`src/rtl/core/csf_pkg.sv`:
```
// Shared types and constants for the template-fit Cash statistic block.
// Used by csf_muldiv, csf_log2 and cash_statistic_template_fit_sum.
package csf_pkg;

  // Widths of the shared arithmetic
  localparam int MD_W   = 64;   // multiply-divide operand width
  localparam int VAL_W  = 48;   // saturated Q32.16 values
  localparam int TOT_W  = 49;   // n*2^16 + m and mu0 + V
  localparam int LMAG_W = 62;   // capped log magnitudes and products
  localparam int YLD_W  = 32;
  localparam int TPL_W  = 40;
  localparam int CNT_W  = 20;
  localparam int BIN_W  = 32;

  localparam int LOG_STEPS_DEF = 24;

  localparam logic [VAL_W-1:0]  SAT48  = {VAL_W{1'b1}};
  localparam logic [MD_W-1:0]   CAP62  = 64'h3FFF_FFFF_FFFF_FFFF;
  localparam logic [MD_W-1:0]   LN2_Q32 = 64'd2977044472;
  localparam logic [TPL_W-1:0]  TOTAL_ONE = 40'd65536;
  localparam logic [MD_W-1:0]   Q16_ONE = 64'd65536;

  // Configuration register indexes
  localparam int CFG_IDX_W = 2;
  localparam logic [CFG_IDX_W-1:0] CFG_SIGNAL_YIELD     = 2'd0;
  localparam logic [CFG_IDX_W-1:0] CFG_BACKGROUND_YIELD = 2'd1;
  localparam logic [CFG_IDX_W-1:0] CFG_SIGNAL_TOTAL     = 2'd2;
  localparam logic [CFG_IDX_W-1:0] CFG_BACKGROUND_TOTAL = 2'd3;

  typedef struct packed {
    logic [CNT_W-1:0] observed_count;
    logic [BIN_W-1:0] signal_bin;
    logic [BIN_W-1:0] background_bin;
    logic             last_bin;
  } bin_in_t;

  typedef struct packed {
    logic [VAL_W-1:0] q_value;
    logic             overflow;
  } q_out_t;

  // Operands handed to the multiply-divide unit
  typedef struct packed {
    logic            start;
    logic [MD_W-1:0] a;
    logic [MD_W-1:0] b;
    logic [MD_W-1:0] d;
    logic [MD_W-1:0] cap;
  } md_req_t;

endpackage

```
`src/rtl/core/csf_muldiv.sv`:
```
// Bit-serial floor(a*b/d) limited to cap: shift-add multiply, then restoring divide.
// Depends on csf_pkg.
module csf_muldiv (
  input  logic                          clk,
  input  logic                          rst,
  input  csf_pkg::md_req_t              req,
  output logic                          done,
  output logic [csf_pkg::MD_W-1:0]      result
);

  localparam int W     = csf_pkg::MD_W;
  localparam int CW    = $clog2(2 * W);
  localparam logic [CW-1:0] MUL_LAST = CW'(W - 1);
  localparam logic [CW-1:0] DIV_LAST = CW'(2 * W - 1);

  typedef enum logic [1:0] {S_IDLE, S_MUL, S_DIV, S_FIN} md_state_t;

  md_state_t      state;
  logic [W-1:0]   hi, lo, a_r, d_r, cap_r, rem, q;
  logic           ovf;
  logic [CW-1:0]  cnt;

  logic [W:0]     mul_sum;
  logic [W:0]     rem_sh;
  logic           q_bit;

  // One multiplier bit and one quotient bit per cycle
  always_comb begin
    mul_sum = {1'b0, hi} + (lo[0] ? {1'b0, a_r} : {(W+1){1'b0}});
    rem_sh  = {rem, hi[W-1]};
    q_bit   = (rem_sh >= {1'b0, d_r});
  end

  always_ff @(posedge clk) begin
    if (rst) begin
      state <= S_IDLE;
      done  <= 1'b0;
    end else begin
      done <= 1'b0;
      unique case (state)
        S_IDLE: begin
          if (req.start) begin
            hi    <= '0;
            lo    <= req.b;
            a_r   <= req.a;
            d_r   <= req.d;
            cap_r <= req.cap;
            cnt   <= '0;
            state <= S_MUL;
          end
        end
        S_MUL: begin
          hi  <= mul_sum[W:1];
          lo  <= {mul_sum[0], lo[W-1:1]};
          cnt <= cnt + 1'b1;
          if (cnt == MUL_LAST) begin
            cnt   <= '0;
            rem   <= '0;
            q     <= '0;
            ovf   <= 1'b0;
            state <= S_DIV;
          end
        end
        S_DIV: begin
          hi  <= {hi[W-2:0], lo[W-1]};
          lo  <= {lo[W-2:0], 1'b0};
          rem <= q_bit ? W'(rem_sh - {1'b0, d_r}) : rem_sh[W-1:0];
          ovf <= ovf | q[W-1];
          q   <= {q[W-2:0], q_bit};
          cnt <= cnt + 1'b1;
          if (cnt == DIV_LAST) state <= S_FIN;
        end
        S_FIN: begin
          result <= (ovf || (q > cap_r) || (d_r == '0)) ? cap_r : q;
          done   <= 1'b1;
          state  <= S_IDLE;
        end
        default: state <= S_IDLE;
      endcase
    end
  end

endmodule

```
`config.mk`:
```
export PLATFORM = sky130hd
export DESIGN_NAME = csf_muldiv
export DESIGN_NICKNAME = d
export VERILOG_FILES = /design/src/rtl/core/csf_pkg.sv /design/src/rtl/core/csf_muldiv.sv
export SDC_FILE = /design/constraint.sdc
export NUM_CORES = 1
export LEC_CHECK = 0
export ABC_AREA = 1
export BUFFER_PORTS_ARGS = -buffer_cell sky130_fd_sc_hd__clkbuf_2
export CELL_PAD_IN_SITES_DETAIL_PLACEMENT = 0
export CELL_PAD_IN_SITES_GLOBAL_PLACEMENT = 1
export CORE_MARGIN = 2
export CORE_UTILIZATION = 40
export CTS_CLUSTER_SIZE = 16
export DETAILED_ROUTE_END_ITERATION = 6
export HOLD_SLACK_MARGIN = 0.1
export MAX_ROUTING_LAYER = met4
export PLACE_DENSITY = 0.77
export RECOVER_POWER = 25
export REMOVE_ABC_BUFFERS = 1
export SETUP_SLACK_MARGIN = 0.05
export SYNTH_ARGS = -nofsm -noshare
export SYNTH_HDL_FRONTEND = slang
export SYNTH_SLANG_ARGS = --single-unit
```
`constraint.sdc`:
```
create_clock -name clk -period 17.2 [get_ports clk]
set_input_delay 3.44 -clock clk [delete_from_list [all_inputs] [get_ports clk]]
set_output_delay 3.44 -clock clk [all_outputs]
set_load 0.02 [all_outputs]
```
==> results.json <==
{
  "async_flop_share_pct": 0,
  "ir_worst_vdd_v": 0.0001128,
  "yosysMostFrequentCell": "nand2_1",
  "worst_pin_slew_ns": 4.071,
  "crit_path_top_delay_cell": "clkbuf_1",
  "sw_frac_of_total_pct": 41.69,
  "num_rows": 106,
  "yosysUniqueCellTypes": 43,
  "max_clock_freq_mhz": 138.5,
  "power_uw": 5778,
  "grt_setup_unrepaired": "no",
  "synth_seq_cells": 523,
  "internal-power_uw": 3369,
  "firstDrtPassIters": 6,
  "arrival_ns": 7.59,
  "drive_gt1_share_pct": 9.489,
  "power_frac_comb_pct": 42.5,
  "clock-skew-final_ns": 0.04269,
  "yosysTopAreaCell": "edfxtp_1",
  "dieArea_um2": 86660,
  "post_cts.repair.setup_buffers": 0,
  "cts.clk_slew.worst_paths_ns": 0.06,
  "cts_tree": "done",
  "die_width_um": 294.4,
  "num_vias": 28510,
  "syn_to_final_growth_pct": 14.33,
  "syn_inst": 4385,
  "powerDensity_nw_per_um2": 149.8,
  "wl_per_cell_um": 17.50,
  "relSlewSlack_pct": -171.4,
  "p_clk_share_pct": 23.4,
  "cts_made_buffers": 61,
  "synth_area_leaders": "edfxtp_1 46%, nand2_1 17%, inv_1 9.3%",
  "cap_violations": 6,
  "dp_hpwl_mm": 78.98,
  "setup_viol": 0,
  "syn_area_per_cell_um2": 7.692,
  "p_sw_uw": 2409,
  "cp_max_fo": 85,
  "p_seq_share_pct": 34.1,
  "worstRegToRegCells": 7,
  "cts_root_buf": "clkbuf_16",
  "hold_buffers": 0,
  "finalSetupTns_ns": 0,
  "path_class": "reg2reg",
  "first_iter_violations": 1862,
  "netlist.area_leader.share_pct": 46.30,
  "hold_viol_final": 0,
  "post-route-drc-count": 0,
  "yosys_warnings": 0,
  "grt_util_all_layers_pct": 24.17,
  "yosysSeqAreaShare_pct": 46.47,
  "totalWireLength_mm": 102.3,
  "syn-cell-area_um2": 33730,
  "h-tree-depth": 2,
  "worst-path-buf-inv": 3,
  "cp.depth": 7,
  "clockBufferDepth": 3,
  "grt_pass1_vias": 27970,
  "min_path_cells": 2,
  "dieHeight_um": 294.4,
  "fillers": 8561,
  "post-route-min-period_ns": 7.218,
  "coreArea_um2": 83560,
  "clock-sinks": 523,
  "grt_max_degree": 86,
  "startpoint_type": "register",
  "io-pin-count": 324,
  "worstSetupEndpointType": "register",
  "path_cells": "inv_1, ha_1, nand2_2, clkbuf_1, inv_1, nand3_1, nand2_1",
  "synth_edf_count": 520,
  "min_path_type": "reg2reg",
  "drv_slew": 334,
  "final_nets": 5160,
  "power.leakage_uw": 0.01910,
  "dominantRegCellSynth": "edfxtp_1",
  "antenna_found_initial": 12,
  "overflow": 0,
  "gp_congestion": 0.9391,
  "critPathMostFrequentCell": "inv_1",
  "ctsResizeCount": 0,
  "status": "complete, but fails checks",
  "violations": "capacitance limit, slew limit",
  "crit_family": "buffers and inverters",
  "grt_pass1_wl_mm": 157.1,
  "slowest_delay_ns": 2.84,
  "portBuffers": 323,
  "cp.required_ns": 17.57,
  "ant_nets": 0,
  "ys_top_cells_by_count": "1505 x nand2_1, 833 x inv_1, 520 x edfxtp_1, 399 x nor2_1, 197 x ha_1",
  "clk_latency_ns": 0.67,
  "fin_crit_sh_pct": 41.97,
  "drt-vias-per-instance": 4.879,
  "start_util_pct": 40.37
}
[stage by stage]
stage	worst slack [ns]	instances	hold WS, ns	cell area [um^2]	util (%)
finish	9.982	5844	0.5385	38560	46.15
global route	9.592	5843	0.5568	38560	46.15
CTS	11.82	5833	0.5392	38640	46.24
detailed placement	11.13	5719	0.5247	36530	43.71
global placement	11.17	5719	0.5231	36530	43.71
floorplan	3.050	4296	0.4985	33340	-
[placed cells by master (no fill, tap or decap), types with 4 or more instances in the layout]
cell        count
buf_4          16
nand2_2         9
or2_2           5
clkbuf_1       72
a32o_1          5
clkbuf_8        6
nand4_1        25
edfxtp_1      520
nor2_4          4
clkbuf_2      265
nand3_1       191
nor2_2         32
ha_1          197
xor2_1         35
clkbuf_16      62
o221ai_1       61
diode_2        11
bufinv_16       8
clkinv_2        9
inv_1         833
o21bai_1       14
nand3b_1       39
nor2_1        397
nor3_1         23
inv_2          17
clkinvlp_4      4
clkinv_1       12
a21oi_1       194
o21ai_0       136
nand2_1      1501
nor4_1         16
[worst reg2reg max path, stage by stage, from the launching register on]
cell,delay [ns]
dfxtp_1,0.35
inv_1,0.09
ha_1,0.39
nand2_2,0.08
clkbuf_1,2.84
inv_1,2.37
nand3_1,0.71
nand2_1,0.10
[routing by layer]
layer,GRT usage [%],vias to the layer above,share of wire (%)
li1,-,14660,-
met1,31.84,12980,46
met2,38.63,739,46
met3,4.072,130,6.0
met4,6.346,0,2.6
met5,-,-,0
[power groups by stage]
stage	Combinational, uW	Sequential, uW	Clock, uW
detailed placement	2440	1990	0
finish	2450	1970	1350
floorplan	1690	2030	0
CTS	2450	1970	1390
global placement	2420	1990	0
global route	2790	2000	1430
[cell type report]
class / count / area [um^2] / share of cell area, %
sequential: 523 / 15680 / 40.65
multi-input combinational: 2921 / 14520 / 37.66
inverter: 852 / 3198 / 8.293
timing repair buffer: 343 / 1679 / 4.354
clock buffer: 78 / 1672 / 4.335
tap: 1080 / 1351 / 3.504
clock inverter: 36 / 439.2 / 1.139
antenna: 11 / 27.53 / 0.07138
[final timing paths]
kind                 start  slack, ns   endpoint
hold reg to reg   cap_r[8]       0.54  result[8]
setup / recovery  state[0]       9.98     hi[49]
setup reg to reg  state[0]       9.98     hi[49]
hold / removal    cap_r[8]       0.54  result[8]
[flip-flops by register name, indices dropped and copies added (netlist names), 2 cells and up]
register  cells
cnt           7
q            64
state         2
result       64
lo           64
a_r          64
d_r          64
cap_r        64
rem          64
hi           64
[logic make-up after synthesis]
| logic type | synth area share, % |
|---|---|
| and+or+nand+nor | 27.07 |
| buffers and inverters | 10.63 |
| xor gates and xnor gates | 0.9868 |
| adders and majority gates | 7.427 |
| DFF | 46.47 |
| AOI/OAI and AO/OA | 7.416 |
No activity file was read; power rests on OpenSTA's default activity.
