[src/rtl/core/csf_pkg.sv]
// Shared types and constants for the template-fit Cash statistic block.
// Used by csf_muldiv, csf_log2 and cash_statistic_template_fit_sum.
package csf_pkg;

  // Widths of the shared arithmetic
  localparam int MD_W   = 64;   // multiply-divide operand width
  localparam int VAL_W  = 48;   // saturated Q32.16 values
  localparam int TOT_W  = 49;   // n*2^16 + m and mu0 + V
  localparam int LMAG_W = 62;   // capped log magnitudes and products
  localparam int YLD_W  = 32;
  localparam int TPL_W  = 40;
  localparam int CNT_W  = 20;
  localparam int BIN_W  = 32;

  localparam int LOG_STEPS_DEF = 24;

  localparam logic [VAL_W-1:0]  SAT48  = {VAL_W{1'b1}};
  localparam logic [MD_W-1:0]   CAP62  = 64'h3FFF_FFFF_FFFF_FFFF;
  localparam logic [MD_W-1:0]   LN2_Q32 = 64'd2977044472;
  localparam logic [TPL_W-1:0]  TOTAL_ONE = 40'd65536;
  localparam logic [MD_W-1:0]   Q16_ONE = 64'd65536;

  // Configuration register indexes
  localparam int CFG_IDX_W = 2;
  localparam logic [CFG_IDX_W-1:0] CFG_SIGNAL_YIELD     = 2'd0;
  localparam logic [CFG_IDX_W-1:0] CFG_BACKGROUND_YIELD = 2'd1;
  localparam logic [CFG_IDX_W-1:0] CFG_SIGNAL_TOTAL     = 2'd2;
  localparam logic [CFG_IDX_W-1:0] CFG_BACKGROUND_TOTAL = 2'd3;

  typedef struct packed {
    logic [CNT_W-1:0] observed_count;
    logic [BIN_W-1:0] signal_bin;
    logic [BIN_W-1:0] background_bin;
    logic             last_bin;
  } bin_in_t;

  typedef struct packed {
    logic [VAL_W-1:0] q_value;
    logic             overflow;
  } q_out_t;

  // Operands handed to the multiply-divide unit
  typedef struct packed {
    logic            start;
    logic [MD_W-1:0] a;
    logic [MD_W-1:0] b;
    logic [MD_W-1:0] d;
    logic [MD_W-1:0] cap;
  } md_req_t;

endpackage

[src/rtl/core/csf_log2.sv]
// Serial log2 of a nonzero value in Q.16: leading-bit search one shift per cycle,
// then one mantissa squaring per fraction bit. Depends on csf_pkg.
module csf_log2 #(
  parameter int LOG_STEPS = csf_pkg::LOG_STEPS_DEF
) (
  input  logic                        clk,
  input  logic                        rst,
  input  logic                        start,
  input  logic [csf_pkg::MD_W-1:0]    x_in,
  output logic                        done,
  output logic [LOG_STEPS+6:0]        result
);

  localparam int W  = csf_pkg::MD_W;
  localparam int KW = $clog2(W);
  localparam int SW = $clog2(LOG_STEPS);
  localparam logic [SW-1:0] STEP_LAST = SW'(LOG_STEPS - 1);

  typedef enum logic [1:0] {S_IDLE, S_NORM, S_SQ, S_FIN} lg_state_t;

  lg_state_t            state;
  logic [W-1:0]         x;
  logic [KW-1:0]        k;
  logic [30:0]          z;
  logic [LOG_STEPS-1:0] f;
  logic [SW-1:0]        step;

  logic [61:0]          sq;
  logic [31:0]          zz;
  logic [6:0]           k_rel;

  always_comb begin
    sq    = z * z;
    zz    = sq[61:30];
    k_rel = {1'b0, k} - 7'd16;
  end

  always_ff @(posedge clk) begin
    if (rst) begin
      state <= S_IDLE;
      done  <= 1'b0;
    end else begin
      done <= 1'b0;
      unique case (state)
        S_IDLE: begin
          if (start) begin
            x     <= x_in;
            k     <= KW'(W - 1);
            f     <= '0;
            state <= S_NORM;
          end
        end
        // shift until the leading one reaches the top
        S_NORM: begin
          if (x[W-1]) begin
            z     <= x[W-1:W-31];
            step  <= '0;
            state <= S_SQ;
          end else begin
            x <= {x[W-2:0], 1'b0};
            k <= k - 1'b1;
          end
        end
        // square the Q1.30 mantissa, take one fraction bit
        S_SQ: begin
          z    <= zz[31] ? zz[31:1] : zz[30:0];
          f    <= {f[LOG_STEPS-2:0], zz[31]};
          step <= step + 1'b1;
          if (step == STEP_LAST) state <= S_FIN;
        end
        S_FIN: begin
          result <= {k_rel, f};
          done   <= 1'b1;
          state  <= S_IDLE;
        end
        default: state <= S_IDLE;
      endcase
    end
  end

endmodule

[config.mk]
export PLATFORM = sky130hd
export DESIGN_NAME = csf_log2
export DESIGN_NICKNAME = d
export VERILOG_FILES = /design/src/rtl/core/csf_pkg.sv /design/src/rtl/core/csf_log2.sv
export SDC_FILE = /design/constraint.sdc
export NUM_CORES = 2
export LEC_CHECK = 0
export BUFFER_PORTS_ARGS = -buffer_cell sky130_fd_sc_hd__buf_4
export CAP_MARGIN = 5
export CORE_ASPECT_RATIO = 1.25
export CORE_MARGIN = 5
export CORE_UTILIZATION = 30
export CTS_BUF_LIST = sky130_fd_sc_hd__clkbuf_4 sky130_fd_sc_hd__clkbuf_8
export DETAILED_ROUTE_END_ITERATION = 6
export GPL_ROUTABILITY_DRIVEN = 1
export RECOVER_POWER = 50
export SYNTH_ARGS = -nofsm -noshare
export SYNTH_HDL_FRONTEND = slang
export SYNTH_SLANG_ARGS = --single-unit
[constraint.sdc]
create_clock -name clk -period 8.8 [get_ports clk]
set_clock_uncertainty 0.05 [all_clocks]
set_input_delay 0 -clock clk [delete_from_list [all_inputs] [get_ports clk]]
set_output_delay 0 -clock clk [all_outputs]
set_load 0.02 [all_outputs]
==> summary.md <==
| Metric | Value |
|---|---|
| Slew @ Worst Pin | a little under 3 ns |
| TritonCTS clock tree | yes |
| Startpoint-to-endpoint class of the critical path | reg2reg |
| Die extent in x | roughly 310 um |
| Multi-input gate area in the final layout | approximately 25000 um2 |
| Leading area contributor after synthesis | sky130_fd_sc_hd__fa_1 |
| Total clock buffers created by CTS | 17 |
| HPWL after detailed placement | about 73 mm |
| Average cell area after synthesis | around 9.7 um2 |
| Number of sinks on the clock net | about 160 |
| Fill cell instance count of the final layout | between 10000 and 15000 |
| Run status | finished, violations left |
| Worst EP arrival | 8.75 ns |
| Leading cell types by count after synthesis | sky130_fd_sc_hd__inv_1, sky130_fd_sc_hd__fa_1, sky130_fd_sc_hd__nand2_1, sky130_fd_sc_hd__ha_1, sky130_fd_sc_hd__and2_1 |
| # rows | ~140 |
| Via count normalized by instance count | 4.55 |
| Avg WL per Cell | 17.3 um |
| Reported max-cap violation count | 1 |
| Total non-filler cell area in the finished layout | 38200 um2 |
| Fmax | about 0.12 GHz |
| Slew Limit Fails | 75 |
| Port Buffer Count | 98 |
| Setup TNS | 0 ns |
| Endpoint kind of the worst setup timing path | flip-flop |
| Worst Path Max Fanout | 13 |
| Total routing resource utilization after global routing | between 10% and 20% |
| Most used flip-flop cell after synthesis | sky130_fd_sc_hd__edfxtp_1 |
| Async S/R FF share, synth | 0% |
| Cell with the most instances on the worst path | sky130_fd_sc_hd__fa_1 |
| Warnings, synthesis | 0 |
| Full die area | between 100000 and 150000 um2 |
| Number of endpoints with negative hold slack in the final report | 0 |
| Global-route wire length before repair | ~140 mm |
| Placer's final routability congestion estimate | roughly 0.90 |
| Final setup vio count | 0 |
| Post-synthesis cell count | 3483 |
| RSZ-0062 raised after global routing | yes |
| Dominant cells by area after synthesis | sky130_fd_sc_hd__fa_1, sky130_fd_sc_hd__edfxtp_1, sky130_fd_sc_hd__inv_1 |
| Max-slew headroom at the worst pin | -96.0% |
| CTS root buffer | sky130_fd_sc_hd__clkbuf_8 |
| Share of Yosys cell area claimed by the top area cell type | roughly 44% |
| Number of enable-type register cells in the synthesized netlist | around 160 |
| Final routed DRC violation total | 0 |
| Number of nets in the finished design | approximately 4700 |
| Footprint of the flip-flops and latches | just under 5000 um2 |
| Core footprint | roughly 110000 um2 |
| Vias in the first global route | 26400 |
| Via total after detailed routing | 23400 |
| Maximum cell stage delay along the critical path | approximately 0.55 ns |
| Longest Clk Path Bufs | 2 |
| Clock period minus worst slack | between 8 and 9 ns |
| Starting utilization of the core area | about 30% |
| Post-synth cell types | 76 |
| Total length of routed wires | a little under 90 mm |
| #FFs+latches synth | 164 |
| Post-synthesis instance area | 33900 um2 |
| Clock input transition at the sequential cells of the worst setup and hold paths | between 0.1 and 0.15 ns |
| IO Pins | 99 |
| Cell with the biggest individual delay on the critical path | sky130_fd_sc_hd__fa_1 |
| Final period utilization | 97.0% |
| CP required | around 9 ns |
| Total cell area at the placement stage | 37000 um2 |
| Number of nets in the synthesized netlist | 4574 |
| Cell Count Post-Placement | between 5000 and 6000 |
| Worst hold-check path type | in2reg |
| DRC violation total after the first TritonRoute iteration | between 1000 and 1500 |
| Overall die height | about 390 um |
| Sequential fraction of the synthesis area | 14.4% |
| Antenna Nets Post-Route | 0 |
| First-pass DRT Iterations | 7 |
| H-Tree Level Count | 4 |
| Grt total ovfl | 0 |
| Clk Latency, worst-skew pair | approximately 0.48 ns |
| Final instance count without filler cells | about 5100 |
| Violated checks | capacitance limit, slew limit |
| Antenna Cells | 0 |
| Most frequent cell after synthesis | sky130_fd_sc_hd__inv_1 |
| Worst Setup Start Kind | flip-flop |
| Pin count of the biggest net entering global routing | 75 |
| Synth-to-Final Area Change | 12.6% |
| Fraction of final layout cells sized beyond drive strength 1 | under 10% |
| Initial antenna violation count | 0 |
## per-layer routing
metal	part of all wire, %	GRT usage (%)	vias to the layer above
li1	-	-	10700
met1	38	17.1	12000
met2	55	29.3	508
met3	3.2	0.968	164
met4	4.0	5.39	0
met5	0	0	-
## registers in the layout, summed over array words and instances, names as in the netlist
register / flops
done: 1
f: 24
k: 6
result: 31
state: 2
step: 5
x: 64
z: 31
## what timing repair did
item	CTS	global route
hold endpoints to repair	80	0
hold buffers	66	0
endpoints found under the setup margin	24	32
buffers inserted	12	4
pin swaps	0	0
cloned	0	0
gates resized for setup	0	6
## cell families (layout without fill, tap and decap cells)
group                    count (synthesis)  in the layout  synth area share (%)
XOR/XNOR                                62             62                  1.60
AO/OA/AOI/OAI                          312            312                  5.73
buffers and inverters                 1127           1314                  12.7
flip-flops                             164            164                  14.4
multiplexers                             4              4                 0.122
AND/OR/NAND/NOR                        790            790                  11.2
adder cells (fa/ha/maj)               1024           1024                  54.3
## placed cells by master (no fill, tap or decap), drive strengths merged, types with 8 or more instances in the layout
| cell | Yosys | final |
|---|---|---|
| a31o | 8 | 8 |
| clkinv | 1 | 8 |
| nand3 | 23 | 23 |
| clkbuf | 121 | 50 |
| edfxtp | 161 | 161 |
| and2 | 213 | 213 |
| xnor2 | 33 | 33 |
| o21ai | 114 | 114 |
| fa | 747 | 747 |
| and3 | 11 | 11 |
| nand4 | 18 | 18 |
| a21oi | 78 | 78 |
| xor2 | 29 | 29 |
| nand2 | 378 | 378 |
| dlygate4sd3 | 0 | 66 |
| a21o | 30 | 30 |
| nor3 | 15 | 15 |
| a31oi | 8 | 8 |
| o221ai | 8 | 8 |
| buf | 13 | 191 |
| inv | 991 | 999 |
| a221o | 8 | 8 |
| nor2 | 82 | 82 |
| ha | 277 | 277 |
| nor2b | 15 | 15 |
## stage by stage
step	setup WS (ns)	hold WS (ns)	utilization, %
finish	0.265	0.254	33.9
global route	-0.0362	0.250	33.9
CTS	0.00392	0.257	33.9
detailed placement	-0.198	0.212	32.8
global placement	-0.165	0.209	32.8
floorplan	1.04	0.0216	-
## cell type report
cell class	count	area share [%]
inverters	992	9.74
clock inverters	15	0.514
clock buffers	17	0.612
well taps	1470	4.81
repair buffers	290	6.56
multi-input cells	2192	64.9
flip-flops and latches	164	12.8
## path summary, 6_finish.rpt
path | from | end | cells after the start | slack, ns
setup / recovery | z[7] | z[24] | 29 | 0.27
hold / removal | rst | done | 3 | 0.25
setup reg to reg | z[7] | z[24] | 29 | 0.27
hold reg to reg | f[23] | result[23] | 0 | 0.38
## critical path: cells and delay by family, from the launching register on
kind,cells,cell delay (ns)
buffers and inverters,8,0.90
and+or+nand+nor,6,1.68
DFF,1,0.44
xor gates and xnor gates,1,0.22
AOI/OAI and AO/OA,5,1.02
adders and majority gates,9,3.99
Power is not shown: default switching activity piles up to over one toggle a cycle in this logic, so the estimate is an artifact.
